==> src/rmsmm_pkg.sv <==
// Package for the running mean, deviation, min and max unit.
// Holds the shared constants, register map, queue status type and back-end states.
// No dependencies.
package rmsmm_pkg;

    localparam int SAMPLE_BITS_DEF = 24;
    localparam int COUNT_BITS_DEF  = 16;
    localparam int FIELD_BITS      = 24;

    localparam int CFG_DATA_BITS   = 32;
    localparam int CFG_ADDR_BITS   = 3;
    localparam int RUN_LENGTH_BITS = 16;
    localparam logic [RUN_LENGTH_BITS-1:0] RUN_LENGTH_RESET = 16'd1;
    localparam logic REG_RUN_LENGTH = 1'b0;

    localparam int QUEUE_DEPTH = 2;
    localparam int QPTR_BITS   = (QUEUE_DEPTH > 1) ? $clog2(QUEUE_DEPTH) : 1;
    localparam int QCNT_BITS   = $clog2(QUEUE_DEPTH + 1);

    typedef struct packed {
        logic                 empty;
        logic                 full;
        logic [QCNT_BITS-1:0] count;
    } queue_status_t;

    typedef enum logic [2:0] {
        BK_IDLE,
        BK_DIV_SUM,
        BK_DIV_SQ,
        BK_SQUARE,
        BK_VAR,
        BK_SQRT,
        BK_DONE
    } back_state_t;

endpackage

==> src/rmsmm_queue.sv <==
// Short queue of finished run totals between the accumulator front and the math back end.
// Depends on rmsmm_pkg for its depth and status type.
module rmsmm_queue
    import rmsmm_pkg::*;
#(
    parameter int WIDTH = 8
)
(
    input  logic             clk,
    input  logic             rst_n,
    input  logic             push,
    input  logic [WIDTH-1:0] push_data,
    input  logic             pop,
    output logic [WIDTH-1:0] pop_data,
    output queue_status_t    status
);

    logic [WIDTH-1:0]     mem [QUEUE_DEPTH];
    logic [QPTR_BITS-1:0] wr_ptr_reg, wr_ptr_next;
    logic [QPTR_BITS-1:0] rd_ptr_reg, rd_ptr_next;
    logic [QCNT_BITS-1:0] count_reg, count_next;
    logic                 do_push;
    logic                 do_pop;

    assign do_push = push && (count_reg != QCNT_BITS'(QUEUE_DEPTH));
    assign do_pop  = pop && (count_reg != '0);

    always_comb
    begin
        wr_ptr_next = wr_ptr_reg;
        rd_ptr_next = rd_ptr_reg;
        count_next  = count_reg;
        if (do_push)
        begin
            wr_ptr_next = (wr_ptr_reg == QPTR_BITS'(QUEUE_DEPTH - 1)) ? '0 : wr_ptr_reg + 1'b1;
        end
        if (do_pop)
        begin
            rd_ptr_next = (rd_ptr_reg == QPTR_BITS'(QUEUE_DEPTH - 1)) ? '0 : rd_ptr_reg + 1'b1;
        end
        if (do_push && !do_pop)
        begin
            count_next = count_reg + 1'b1;
        end
        else if (do_pop && !do_push)
        begin
            count_next = count_reg - 1'b1;
        end
    end

    always_ff @(posedge clk or negedge rst_n)
    begin
        if (!rst_n)
        begin
            wr_ptr_reg <= '0;
            rd_ptr_reg <= '0;
            count_reg  <= '0;
        end
        else
        begin
            wr_ptr_reg <= wr_ptr_next;
            rd_ptr_reg <= rd_ptr_next;
            count_reg  <= count_next;
        end
    end

    always_ff @(posedge clk)
    begin
        if (do_push)
        begin
            mem[wr_ptr_reg] <= push_data;
        end
    end

    assign pop_data     = mem[rd_ptr_reg];
    assign status.empty = (count_reg == '0);
    assign status.full  = (count_reg == QCNT_BITS'(QUEUE_DEPTH));
    assign status.count = count_reg;

    a_no_push_when_full: assert property (@(posedge clk) disable iff (!rst_n)
        push |-> !status.full)
        else $error("queue pushed while full");

    a_no_pop_when_empty: assert property (@(posedge clk) disable iff (!rst_n)
        pop |-> !status.empty)
        else $error("queue popped while empty");

    a_count_bound: assert property (@(posedge clk) disable iff (!rst_n)
        count_reg <= QCNT_BITS'(QUEUE_DEPTH))
        else $error("queue count beyond depth");

endmodule

==> src/rmsmm_front.sv <==
// Front end: takes samples, squares them, keeps sum, sum of squares, min and max per run.
// Depends on rmsmm_pkg; pushes finished run totals into rmsmm_queue.
module rmsmm_front
    import rmsmm_pkg::*;
#(
    parameter int SAMPLE_BITS = SAMPLE_BITS_DEF,
    parameter int COUNT_BITS  = COUNT_BITS_DEF,
    parameter int SUM_BITS    = SAMPLE_BITS + COUNT_BITS,
    parameter int SQ_BITS     = 2 * SAMPLE_BITS + COUNT_BITS
)
(
    input  logic                   clk,
    input  logic                   rst_n,
    input  logic [COUNT_BITS-1:0]  run_length,
    input  logic                   push,
    output logic                   full,
    input  logic [SAMPLE_BITS-1:0] sample,
    input  queue_status_t          q_status,
    output logic                   q_push,
    output logic [SUM_BITS-1:0]    q_sum,
    output logic [SQ_BITS-1:0]     q_square_sum,
    output logic [SAMPLE_BITS-1:0] q_min,
    output logic [SAMPLE_BITS-1:0] q_max,
    output logic [COUNT_BITS-1:0]  q_count
);

    logic [COUNT_BITS-1:0]    cnt_reg, cnt_next;
    logic                     stg_vld_reg, stg_vld_next;
    logic                     stg_last_reg, stg_last_next;
    logic [SAMPLE_BITS-1:0]   stg_s_reg, stg_s_next;
    logic [2*SAMPLE_BITS-1:0] stg_sq_reg, stg_sq_next;
    logic [COUNT_BITS-1:0]    stg_n_reg, stg_n_next;
    logic [SUM_BITS-1:0]      sum_reg, sum_next;
    logic [SQ_BITS-1:0]       sqs_reg, sqs_next;
    logic [SAMPLE_BITS-1:0]   min_reg, min_next;
    logic [SAMPLE_BITS-1:0]   max_reg, max_next;

    logic [COUNT_BITS-1:0]    target;
    logic [COUNT_BITS:0]      cnt_inc;
    logic                     is_last;
    logic                     accept;
    logic [QCNT_BITS:0]       reserved;
    logic [SUM_BITS-1:0]      sum_add;
    logic [SQ_BITS-1:0]       sqs_add;
    logic [SAMPLE_BITS-1:0]   min_upd;
    logic [SAMPLE_BITS-1:0]   max_upd;

    assign target   = (run_length == '0) ? COUNT_BITS'(1) : run_length;
    assign cnt_inc  = {1'b0, cnt_reg} + 1'b1;
    assign is_last  = cnt_inc >= {1'b0, target};
    assign reserved = {1'b0, q_status.count} + (QCNT_BITS + 1)'(stg_vld_reg && stg_last_reg);
    assign full     = reserved >= (QCNT_BITS + 1)'(QUEUE_DEPTH);
    assign accept   = push && !full;

    assign sum_add = sum_reg + SUM_BITS'(stg_s_reg);
    assign sqs_add = sqs_reg + SQ_BITS'(stg_sq_reg);
    assign min_upd = (stg_s_reg < min_reg) ? stg_s_reg : min_reg;
    assign max_upd = (stg_s_reg > max_reg) ? stg_s_reg : max_reg;

    assign q_push       = stg_vld_reg && stg_last_reg;
    assign q_sum        = sum_add;
    assign q_square_sum = sqs_add;
    assign q_min        = min_upd;
    assign q_max        = max_upd;
    assign q_count      = stg_n_reg;

    always_comb
    begin
        cnt_next      = cnt_reg;
        stg_vld_next  = accept;
        stg_last_next = stg_last_reg;
        stg_s_next    = stg_s_reg;
        stg_sq_next   = stg_sq_reg;
        stg_n_next    = stg_n_reg;
        sum_next      = sum_reg;
        sqs_next      = sqs_reg;
        min_next      = min_reg;
        max_next      = max_reg;
        if (accept)
        begin
            cnt_next      = is_last ? '0 : cnt_inc[COUNT_BITS-1:0];
            stg_last_next = is_last;
            stg_s_next    = sample;
            stg_sq_next   = (2 * SAMPLE_BITS)'(sample) * (2 * SAMPLE_BITS)'(sample);
            stg_n_next    = cnt_inc[COUNT_BITS-1:0];
        end
        if (stg_vld_reg)
        begin
            if (stg_last_reg)
            begin
                sum_next = '0;
                sqs_next = '0;
                min_next = '1;
                max_next = '0;
            end
            else
            begin
                sum_next = sum_add;
                sqs_next = sqs_add;
                min_next = min_upd;
                max_next = max_upd;
            end
        end
    end

    always_ff @(posedge clk or negedge rst_n)
    begin
        if (!rst_n)
        begin
            cnt_reg      <= '0;
            stg_vld_reg  <= 1'b0;
            stg_last_reg <= 1'b0;
            sum_reg      <= '0;
            sqs_reg      <= '0;
            min_reg      <= '1;
            max_reg      <= '0;
        end
        else
        begin
            cnt_reg      <= cnt_next;
            stg_vld_reg  <= stg_vld_next;
            stg_last_reg <= stg_last_next;
            sum_reg      <= sum_next;
            sqs_reg      <= sqs_next;
            min_reg      <= min_next;
            max_reg      <= max_next;
        end
    end

    always_ff @(posedge clk)
    begin
        stg_s_reg  <= stg_s_next;
        stg_sq_reg <= stg_sq_next;
        stg_n_reg  <= stg_n_next;
    end

    a_clear_after_run: assert property (@(posedge clk) disable iff (!rst_n)
        (stg_vld_reg && stg_last_reg) |=> (sum_reg == '0 && sqs_reg == '0 && max_reg == '0))
        else $error("accumulators not cleared after run end");

    a_push_has_room: assert property (@(posedge clk) disable iff (!rst_n)
        q_push |-> !q_status.full)
        else $error("run end with no queue room");

    a_count_below_target: assert property (@(posedge clk) disable iff (!rst_n)
        accept |=> (cnt_reg < target || cnt_reg == '0))
        else $error("sample count ran past run length");

endmodule

==> src/rmsmm_back.sv <==
// Back end: divides run totals by the count, forms the variance, takes its square root.
// Depends on rmsmm_pkg; pops run totals from rmsmm_queue and holds one result register.
module rmsmm_back
    import rmsmm_pkg::*;
#(
    parameter int SAMPLE_BITS = SAMPLE_BITS_DEF,
    parameter int COUNT_BITS  = COUNT_BITS_DEF,
    parameter int SUM_BITS    = SAMPLE_BITS + COUNT_BITS,
    parameter int SQ_BITS     = 2 * SAMPLE_BITS + COUNT_BITS
)
(
    input  logic                   clk,
    input  logic                   rst_n,
    input  queue_status_t          q_status,
    output logic                   q_pop,
    input  logic [SUM_BITS-1:0]    q_sum,
    input  logic [SQ_BITS-1:0]     q_square_sum,
    input  logic [SAMPLE_BITS-1:0] q_min,
    input  logic [SAMPLE_BITS-1:0] q_max,
    input  logic [COUNT_BITS-1:0]  q_count,
    output logic                   empty,
    input  logic                   pop,
    output logic [SAMPLE_BITS-1:0] mean_value,
    output logic [SAMPLE_BITS-1:0] std_deviation,
    output logic [SAMPLE_BITS-1:0] min_value,
    output logic [SAMPLE_BITS-1:0] max_value
);

    localparam int VW = 2 * SAMPLE_BITS;
    localparam int IW = $clog2(SQ_BITS + 1);

    back_state_t            state_reg, state_next;
    logic [IW-1:0]          iter_reg, iter_next;
    logic [COUNT_BITS-1:0]  n_reg, n_next;
    logic [COUNT_BITS-1:0]  rem_reg, rem_next;
    logic [SQ_BITS-1:0]     quo_reg, quo_next;
    logic [SQ_BITS-1:0]     sqs_reg, sqs_next;
    logic [SAMPLE_BITS-1:0] min_reg, min_next;
    logic [SAMPLE_BITS-1:0] max_reg, max_next;
    logic [SAMPLE_BITS-1:0] mean_reg, mean_next;
    logic [VW-1:0]          msq_reg, msq_next;
    logic [VW-1:0]          v_reg, v_next;
    logic [VW-1:0]          root_reg, root_next;
    logic [VW-1:0]          bit_reg, bit_next;
    logic                   out_vld_reg, out_vld_next;
    logic [SAMPLE_BITS-1:0] o_mean_reg, o_mean_next;
    logic [SAMPLE_BITS-1:0] o_std_reg, o_std_next;
    logic [SAMPLE_BITS-1:0] o_min_reg, o_min_next;
    logic [SAMPLE_BITS-1:0] o_max_reg, o_max_next;

    logic [COUNT_BITS:0]    div_shift;
    logic                   div_ge;
    logic [COUNT_BITS:0]    div_diff;
    logic [COUNT_BITS-1:0]  div_rem;
    logic [SQ_BITS-1:0]     div_quo;
    logic [VW-1:0]          sq_trial;
    logic                   sq_ge;
    logic [VW-1:0]          q_low;
    logic                   last_iter;

    assign div_shift = {rem_reg, quo_reg[SQ_BITS-1]};
    assign div_ge    = div_shift >= {1'b0, n_reg};
    assign div_diff  = div_shift - {1'b0, n_reg};
    assign div_rem   = div_ge ? div_diff[COUNT_BITS-1:0] : div_shift[COUNT_BITS-1:0];
    assign div_quo   = {quo_reg[SQ_BITS-2:0], div_ge};
    assign sq_trial  = root_reg + bit_reg;
    assign sq_ge     = v_reg >= sq_trial;
    assign q_low     = quo_reg[VW-1:0];
    assign last_iter = (iter_reg == IW'(1));

    always_ff @(posedge clk or negedge rst_n)
    begin
        if (!rst_n)
        begin
            state_reg   <= BK_IDLE;
            out_vld_reg <= 1'b0;
        end
        else
        begin
            state_reg   <= state_next;
            out_vld_reg <= out_vld_next;
        end
    end

    always_ff @(posedge clk)
    begin
        iter_reg   <= iter_next;
        n_reg      <= n_next;
        rem_reg    <= rem_next;
        quo_reg    <= quo_next;
        sqs_reg    <= sqs_next;
        min_reg    <= min_next;
        max_reg    <= max_next;
        mean_reg   <= mean_next;
        msq_reg    <= msq_next;
        v_reg      <= v_next;
        root_reg   <= root_next;
        bit_reg    <= bit_next;
        o_mean_reg <= o_mean_next;
        o_std_reg  <= o_std_next;
        o_min_reg  <= o_min_next;
        o_max_reg  <= o_max_next;
    end

    always_comb
    begin
        state_next   = state_reg;
        iter_next    = iter_reg;
        n_next       = n_reg;
        rem_next     = rem_reg;
        quo_next     = quo_reg;
        sqs_next     = sqs_reg;
        min_next     = min_reg;
        max_next     = max_reg;
        mean_next    = mean_reg;
        msq_next     = msq_reg;
        v_next       = v_reg;
        root_next    = root_reg;
        bit_next     = bit_reg;
        o_mean_next  = o_mean_reg;
        o_std_next   = o_std_reg;
        o_min_next   = o_min_reg;
        o_max_next   = o_max_reg;
        out_vld_next = out_vld_reg && !pop;
        q_pop        = 1'b0;
        unique case (state_reg)
            BK_IDLE:
            begin
                if (!q_status.empty)
                begin
                    q_pop      = 1'b1;
                    n_next     = q_count;
                    sqs_next   = q_square_sum;
                    min_next   = q_min;
                    max_next   = q_max;
                    rem_next   = '0;
                    quo_next   = {q_sum, {(SQ_BITS - SUM_BITS){1'b0}}};
                    iter_next  = IW'(SUM_BITS);
                    state_next = BK_DIV_SUM;
                end
            end
            BK_DIV_SUM:
            begin
                rem_next  = div_rem;
                quo_next  = div_quo;
                iter_next = iter_reg - 1'b1;
                if (last_iter)
                begin
                    mean_next  = div_quo[SAMPLE_BITS-1:0];
                    rem_next   = '0;
                    quo_next   = sqs_reg;
                    iter_next  = IW'(SQ_BITS);
                    state_next = BK_DIV_SQ;
                end
            end
            BK_DIV_SQ:
            begin
                rem_next  = div_rem;
                quo_next  = div_quo;
                iter_next = iter_reg - 1'b1;
                if (last_iter)
                begin
                    state_next = BK_SQUARE;
                end
            end
            BK_SQUARE:
            begin
                msq_next   = VW'(mean_reg) * VW'(mean_reg);
                state_next = BK_VAR;
            end
            BK_VAR:
            begin
                v_next     = (q_low > msq_reg) ? (q_low - msq_reg) : '0;
                root_next  = '0;
                bit_next   = VW'(1) << (VW - 2);
                iter_next  = IW'(SAMPLE_BITS);
                state_next = BK_SQRT;
            end
            BK_SQRT:
            begin
                if (sq_ge)
                begin
                    v_next    = v_reg - sq_trial;
                    root_next = (root_reg >> 1) + bit_reg;
                end
                else
                begin
                    root_next = root_reg >> 1;
                end
                bit_next  = bit_reg >> 2;
                iter_next = iter_reg - 1'b1;
                if (last_iter)
                begin
                    state_next = BK_DONE;
                end
            end
            BK_DONE:
            begin
                if (!out_vld_reg || pop)
                begin
                    o_mean_next  = mean_reg;
                    o_std_next   = root_reg[SAMPLE_BITS-1:0];
                    o_min_next   = min_reg;
                    o_max_next   = max_reg;
                    out_vld_next = 1'b1;
                    state_next   = BK_IDLE;
                end
            end
            default:
            begin
                state_next = BK_IDLE;
            end
        endcase
    end

    assign empty         = !out_vld_reg;
    assign mean_value    = o_mean_reg;
    assign std_deviation = o_std_reg;
    assign min_value     = o_min_reg;
    assign max_value     = o_max_reg;

    a_min_le_max: assert property (@(posedge clk) disable iff (!rst_n)
        out_vld_reg |-> (o_min_reg <= o_max_reg))
        else $error("result min above max");

    a_mean_in_range: assert property (@(posedge clk) disable iff (!rst_n)
        out_vld_reg |-> (o_mean_reg >= o_min_reg && o_mean_reg <= o_max_reg))
        else $error("result mean outside min and max");

    a_std_bound: assert property (@(posedge clk) disable iff (!rst_n)
        out_vld_reg |-> (o_std_reg <= o_max_reg))
        else $error("result deviation above max");

    a_result_held: assert property (@(posedge clk) disable iff (!rst_n)
        (out_vld_reg && !pop) |=> (out_vld_reg && $stable(o_mean_reg) && $stable(o_std_reg)))
        else $error("waiting result changed");

endmodule

==> src/running_mean_stddev_min_max_unit.sv <==
// Running mean, standard deviation, minimum and maximum over runs of samples.
// Top level: APB run length register, front accumulator, run queue, back math unit.
// Depends on rmsmm_pkg, rmsmm_front, rmsmm_queue and rmsmm_back.
//
// Samples enter through push/full, one per cycle while full is low. Each run of
// run_length samples (zero acts as one) yields one request on the result side:
// mean, standard deviation, minimum and maximum, held while empty is low and
// taken with pop. run_length sits at byte address 0 of the APB port and may be
// written only while no run is in progress.
// The front squares and accumulates every sample at one per cycle while full is
// low. A finished run moves through a two-entry queue to the back end, which pops
// it in BK_IDLE, then runs a one-bit-per-cycle restoring divider (mean and mean
// of squares) in BK_DIV_SUM and BK_DIV_SQ, forms the square and difference in
// BK_SQUARE and BK_VAR, runs a one-bit-per-cycle square root in BK_SQRT and
// loads the result register in BK_DONE. The back end takes the next run from the
// queue only once the result of the last one is loaded.
// A stalled result holds the back end; the queue then fills and full rises at
// the run end that fills it. Reset clears the front sums, sets the running min to
// all ones and max to zero, empties the queue, drops any waiting result and sets
// run_length to one.
module running_mean_stddev_min_max_unit
    import rmsmm_pkg::*;
#(
    parameter int SAMPLE_BITS = SAMPLE_BITS_DEF,
    parameter int COUNT_BITS  = COUNT_BITS_DEF
)
(
    input  logic                     clk,
    input  logic                     rst_n,
    input  logic                     psel,
    input  logic                     penable,
    input  logic                     pwrite,
    input  logic [CFG_ADDR_BITS-1:0] paddr,
    input  logic [CFG_DATA_BITS-1:0] pwdata,
    output logic [CFG_DATA_BITS-1:0] prdata,
    output logic                     pready,
    input  logic                     push,
    output logic                     full,
    input  logic [FIELD_BITS-1:0]    sample,
    output logic                     empty,
    input  logic                     pop,
    output logic [FIELD_BITS-1:0]    mean_value,
    output logic [FIELD_BITS-1:0]    std_deviation,
    output logic [FIELD_BITS-1:0]    min_value,
    output logic [FIELD_BITS-1:0]    max_value
);

    localparam int SUM_BITS = SAMPLE_BITS + COUNT_BITS;
    localparam int SQ_BITS  = 2 * SAMPLE_BITS + COUNT_BITS;
    localparam int QW       = SUM_BITS + SQ_BITS + 2 * SAMPLE_BITS + COUNT_BITS;

    logic [RUN_LENGTH_BITS-1:0] run_length_reg, run_length_next;
    logic                       cfg_write;
    logic                       sel_run_length;

    queue_status_t              q_status;
    logic                       q_push;
    logic                       q_pop;
    logic [QW-1:0]              q_wdata;
    logic [QW-1:0]              q_rdata;
    logic [SUM_BITS-1:0]        f_sum;
    logic [SQ_BITS-1:0]         f_sqs;
    logic [SAMPLE_BITS-1:0]     f_min;
    logic [SAMPLE_BITS-1:0]     f_max;
    logic [COUNT_BITS-1:0]      f_n;
    logic [SUM_BITS-1:0]        b_sum;
    logic [SQ_BITS-1:0]         b_sqs;
    logic [SAMPLE_BITS-1:0]     b_min;
    logic [SAMPLE_BITS-1:0]     b_max;
    logic [COUNT_BITS-1:0]      b_n;
    logic [SAMPLE_BITS-1:0]     r_mean;
    logic [SAMPLE_BITS-1:0]     r_std;
    logic [SAMPLE_BITS-1:0]     r_min;
    logic [SAMPLE_BITS-1:0]     r_max;

    assign pready         = 1'b1;
    assign sel_run_length = (paddr[CFG_ADDR_BITS-1] == REG_RUN_LENGTH);
    assign cfg_write      = psel && penable && pwrite && pready;

    always_comb
    begin
        run_length_next = run_length_reg;
        if (cfg_write && sel_run_length)
        begin
            run_length_next = pwdata[RUN_LENGTH_BITS-1:0];
        end
    end

    always_ff @(posedge clk or negedge rst_n)
    begin
        if (!rst_n)
        begin
            run_length_reg <= RUN_LENGTH_RESET;
        end
        else
        begin
            run_length_reg <= run_length_next;
        end
    end

    assign prdata = sel_run_length ? CFG_DATA_BITS'(run_length_reg) : '0;

    rmsmm_front #(
        .SAMPLE_BITS (SAMPLE_BITS),
        .COUNT_BITS  (COUNT_BITS),
        .SUM_BITS    (SUM_BITS),
        .SQ_BITS     (SQ_BITS)
    ) u_front (
        .clk          (clk),
        .rst_n        (rst_n),
        .run_length   (run_length_reg[COUNT_BITS-1:0]),
        .push         (push),
        .full         (full),
        .sample       (sample[SAMPLE_BITS-1:0]),
        .q_status     (q_status),
        .q_push       (q_push),
        .q_sum        (f_sum),
        .q_square_sum (f_sqs),
        .q_min        (f_min),
        .q_max        (f_max),
        .q_count      (f_n)
    );

    assign q_wdata = {f_sum, f_sqs, f_min, f_max, f_n};

    rmsmm_queue #(
        .WIDTH (QW)
    ) u_queue (
        .clk       (clk),
        .rst_n     (rst_n),
        .push      (q_push),
        .push_data (q_wdata),
        .pop       (q_pop),
        .pop_data  (q_rdata),
        .status    (q_status)
    );

    assign {b_sum, b_sqs, b_min, b_max, b_n} = q_rdata;

    rmsmm_back #(
        .SAMPLE_BITS (SAMPLE_BITS),
        .COUNT_BITS  (COUNT_BITS),
        .SUM_BITS    (SUM_BITS),
        .SQ_BITS     (SQ_BITS)
    ) u_back (
        .clk           (clk),
        .rst_n         (rst_n),
        .q_status      (q_status),
        .q_pop         (q_pop),
        .q_sum         (b_sum),
        .q_square_sum  (b_sqs),
        .q_min         (b_min),
        .q_max         (b_max),
        .q_count       (b_n),
        .empty         (empty),
        .pop           (pop),
        .mean_value    (r_mean),
        .std_deviation (r_std),
        .min_value     (r_min),
        .max_value     (r_max)
    );

    assign mean_value    = FIELD_BITS'(r_mean);
    assign std_deviation = FIELD_BITS'(r_std);
    assign min_value     = FIELD_BITS'(r_min);
    assign max_value     = FIELD_BITS'(r_max);

endmodule
==> config.mk <==
export PLATFORM = sky130hd
export DESIGN_NAME = running_mean_stddev_min_max_unit
export DESIGN_NICKNAME = d
export VERILOG_FILES = /design/src/rmsmm_pkg.sv /design/src/rmsmm_queue.sv /design/src/rmsmm_front.sv /design/src/rmsmm_back.sv /design/src/running_mean_stddev_min_max_unit.sv
export SDC_FILE = /design/constraint.sdc
export NUM_CORES = 2
export LEC_CHECK = 0
export ABC_AREA = 1
export ABC_CLOCK_PERIOD_IN_PS = 24700
export BUFFER_PORTS_ARGS = -buffer_cell sky130_fd_sc_hd__buf_2
export CORE_ASPECT_RATIO = 0.9
export CORE_MARGIN = 8
export CORE_UTILIZATION = 40
export CTS_CLUSTER_SIZE = 14
export DETAILED_ROUTE_END_ITERATION = 6
export PLACE_DENSITY = 0.54
export SLEW_MARGIN = 20
export SYNTH_ARGS = -nofsm -noshare
export SYNTH_HDL_FRONTEND = slang
export SYNTH_SLANG_ARGS = --single-unit
==> constraint.sdc <==
create_clock -name clk -period 24.7 [get_ports clk]
set_input_delay 1.235 -clock clk [delete_from_list [all_inputs] [get_ports clk]]
set_output_delay 1.235 -clock clk [all_outputs]
set_load 0.01 [all_outputs]
==> impl_results.md <==
* Fin crit share at about 30%
* Vias in the first global route at approximately 78k
* GRT overflow at 0
* First-pass GRT wire length at roughly 450000 microns
* Max Fclk at approximately 130 MHz
* Register area share after synthesis at about 33%
* Placed Instances at roughly 15k
* Core Region at between 0.2 and 0.25 sq mm
* Post-CTS Hold Buffers at 0
* # Max-Cap Violations at 0
* Initial core utilization at roughly 40%
* Vias at 76.9k
* Final GP Congestion at roughly 0.95
* Routed wire length at between 200000 and 300000 microns
* Clock root buffer: clkbuf_16
* Clock Sinks at 1118
* Fin cells at 15.4k
* Yosys reg bits at ~1.1k
* Critical Path RT at approximately 25 ns
* Area grow syn2layout at 8.67%
* Async SR Flop Fraction at ~17%
* CP Launch Type: input pin
* RSZ-0062 raised after global routing: false
* GR peak layer: met2
* GRT Total Usage at about 22%
* Synth Flop Type: edfxtp_1
* GR Util met3 at roughly 2.3%
* Share of layout cells above drive strength 1 at around 4.3%
* Min Tclk post-route at between 7 and 8 ns
* Die span in x at between 500 and 600 microns
* Die Y at 486 microns
* CTS-repair resized insts at 0
* First-pass DRT Iterations at 6
* GR Layer Usage met2 at a little over a third
* CTS tree: built
* DR vias/cell at between 4 and 5
* Largest register by flop count: u_queue.mem
* Least-Margin Pin Slew at around 1.1 ns
* Clock slew seen by the registers of the worst setup and hold paths at roughly 0.060 ns
* Ys Warns at 0
* Distinct cells, synth at between 50 and 60
* Status: finished clean
* Top-Level Pins at 197
* Final setup viols at 0
* Most common cell after layout, fill and taps aside: nand2_1
* DRT antenna net count at 0
* Num CTS Buffers at between 100 and 150
* Pin count of the biggest net entering global routing at ~150
* Rel. slew slack at between 20% and 30%
* Htree depth at 3
* Commonest cells after routing, fill and taps aside: nand2_1 (3547), inv_1 (2545), edfxtp_1 (924), nor2_1 (887), fa_1 (847)
* Clock Skew at between 0.06 and 0.07 ns
* DRC at 0
* Type of the most critical hold path: reg -> reg
* Critical path class: in -> reg
* Max reg flops at between 300 and 400
* Post-synth EDFFs at around 900
* Global-route met1 utilization at a little under a third
* Clk_lat worst skew at just over 0.8 ns
* Element type at the critical path end: flip-flop
* Data arrival time of the critical path at approximately 8.0 ns
* Synth Cell Area at 0.0981 sq mm
* Post-Syn Instances at 12.0k
* Drt wl/cell at roughly 19 microns
* Initial DRC Count at about 5.6k
* Rows at around 170
* Max Buffers Root-to-Sink at 3
* Pins Over Slew Limit at 0
* Crit-path max FO at 25
* Post-CTS setup buffers at 0
* HPWL Detailed at 224000 microns
* Synth Area per Inst at a little over 8 sq um
* Initial antenna violation count at 5
* Port Buffers at between 150 and 200
* DIE AREA at 0.261 sq mm
* Fin. Hold Viols at 0
* TNS Setup at 0 ns
* Total Nets Final at between 10k and 15k
## synth_stat cells (all sizes together), types with 9 or more instances
cell type | count | share of area [%]
nand2 | 3556 | 14
fa | 847 | 17
a21o | 34 | 0.26
nand4 | 111 | 0.73
a31oi | 19 | 0.12
a21oi | 440 | 2.3
o311ai | 40 | 0.36
o21ai | 301 | 1.5
dfrtp | 169 | 4.3
ha | 654 | 8.3
nand3b | 70 | 0.54
nor2 | 907 | 3.5
or2 | 16 | 0.10
clkbuf | 195 | 0.75
nor4 | 17 | 0.11
a22o | 37 | 0.33
buf | 57 | 0.39
inv | 2557 | 9.8
o21bai | 39 | 0.30
edfxtp | 924 | 28
a21boi | 11 | 0.088
nand3 | 494 | 2.5
nor3 | 87 | 0.44
xnor2 | 117 | 1.0
xor2 | 146 | 1.3
and2 | 83 | 0.53
dfstp | 25 | 0.67
o21a | 18 | 0.14
and3 | 9 | 0.057
## worst paths after layout
kind / startpoint / to / slack [ns] / cells past startpoint
worst max-delay path: sample[20] / u_front.stg_sq_reg[43] / 17.19 / 23
worst min-delay path: u_back.min_reg[9] / u_back.min_value[9] / 0.42 / 0
worst max register to register: u_back.mean_reg[9] / u_back.msq_reg[41] / 17.69 / 23
worst min register to register: u_back.min_reg[9] / u_back.min_value[9] / 0.42 / 0
max in group asynchronous: rst_n / u_queue.rd_ptr_reg / 22.60 / 2
min in group asynchronous: rst_n / run_length_reg[11] / 0.49 / 1
## per-stage QoR
step	utilization, %	worst slack, ns	hold slack, ns	area [sq um]
after global placement	41.9	16.45	0.405	102000
after detailed placement	41.9	16.42	0.405	102000
after floorplan	-	15.51	0.400	98100
after global routing	43.7	17.02	0.423	107000
after CTS	43.7	17.23	0.420	107000
final	43.7	17.19	0.418	107000
## metal layers
| layer | vias to the layer above | part of all wire, % | routed length (microns) |
|---|---|---|---|
| met5 | - | 0.0045 | 13 |
| li1 | 37400 | - | - |
| met3 | 335 | 4.7 | 13400 |
| met1 | 37200 | 47 | 136000 |
| met4 | 2 | 2.2 | 6260 |
| met2 | 1855 | 46 | 131000 |
## area by class of cell
| class | count | area, sq um |
|---|---|---|
| fill | 24600 | 137000 |
| antenna | 3 | 7.51 |
| clock inverter | 86 | 977 |
| sequential | 1118 | 32600 |
| tap | 3219 | 4030 |
| clock buffer | 144 | 3190 |
| multi-input combinational | 8090 | 54900 |
| timing repair buffer | 216 | 1260 |
| inverter | 2559 | 9620 |
## worst max-delay path: stages
cell      delay (ns)
buf_2           0.65
nand2_1         0.25
fa_1            0.59
inv_1           0.06
fa_1            0.52
fa_1            0.55
inv_1           0.05
fa_1            0.50
inv_1           0.05
fa_1            0.50
fa_1            0.50
inv_1           0.05
fa_1            0.49
inv_1           0.05
ha_1            0.40
a21oi_1         0.42
o21ai_0         0.27
a21oi_1         0.19
o211ai_1        0.22
nand2_1         0.14
nand2_1         0.05
nand2_1         0.06
nand2_1         0.14
## cell families (layout without fill, tap and decap cells)
logic type               Yosys count  in the layout  synth area share [%]
AND/OR/NAND/NOR                 5353           5353                  22.2
buffers and inverters           2811           3005                  10.9
adder cells (fa/ha/maj)         1501           1501                  25.6
flip-flops                      1118           1118                  33.3
AO/OA/AOI/OAI                    956            956                  5.59
XOR/XNOR                         263            263                  2.35
other                              2             20               0.00766
Power is left out: the tool's default activity adds up to more than one toggle a clock period on the data nets, which glitch-free logic cannot reach.
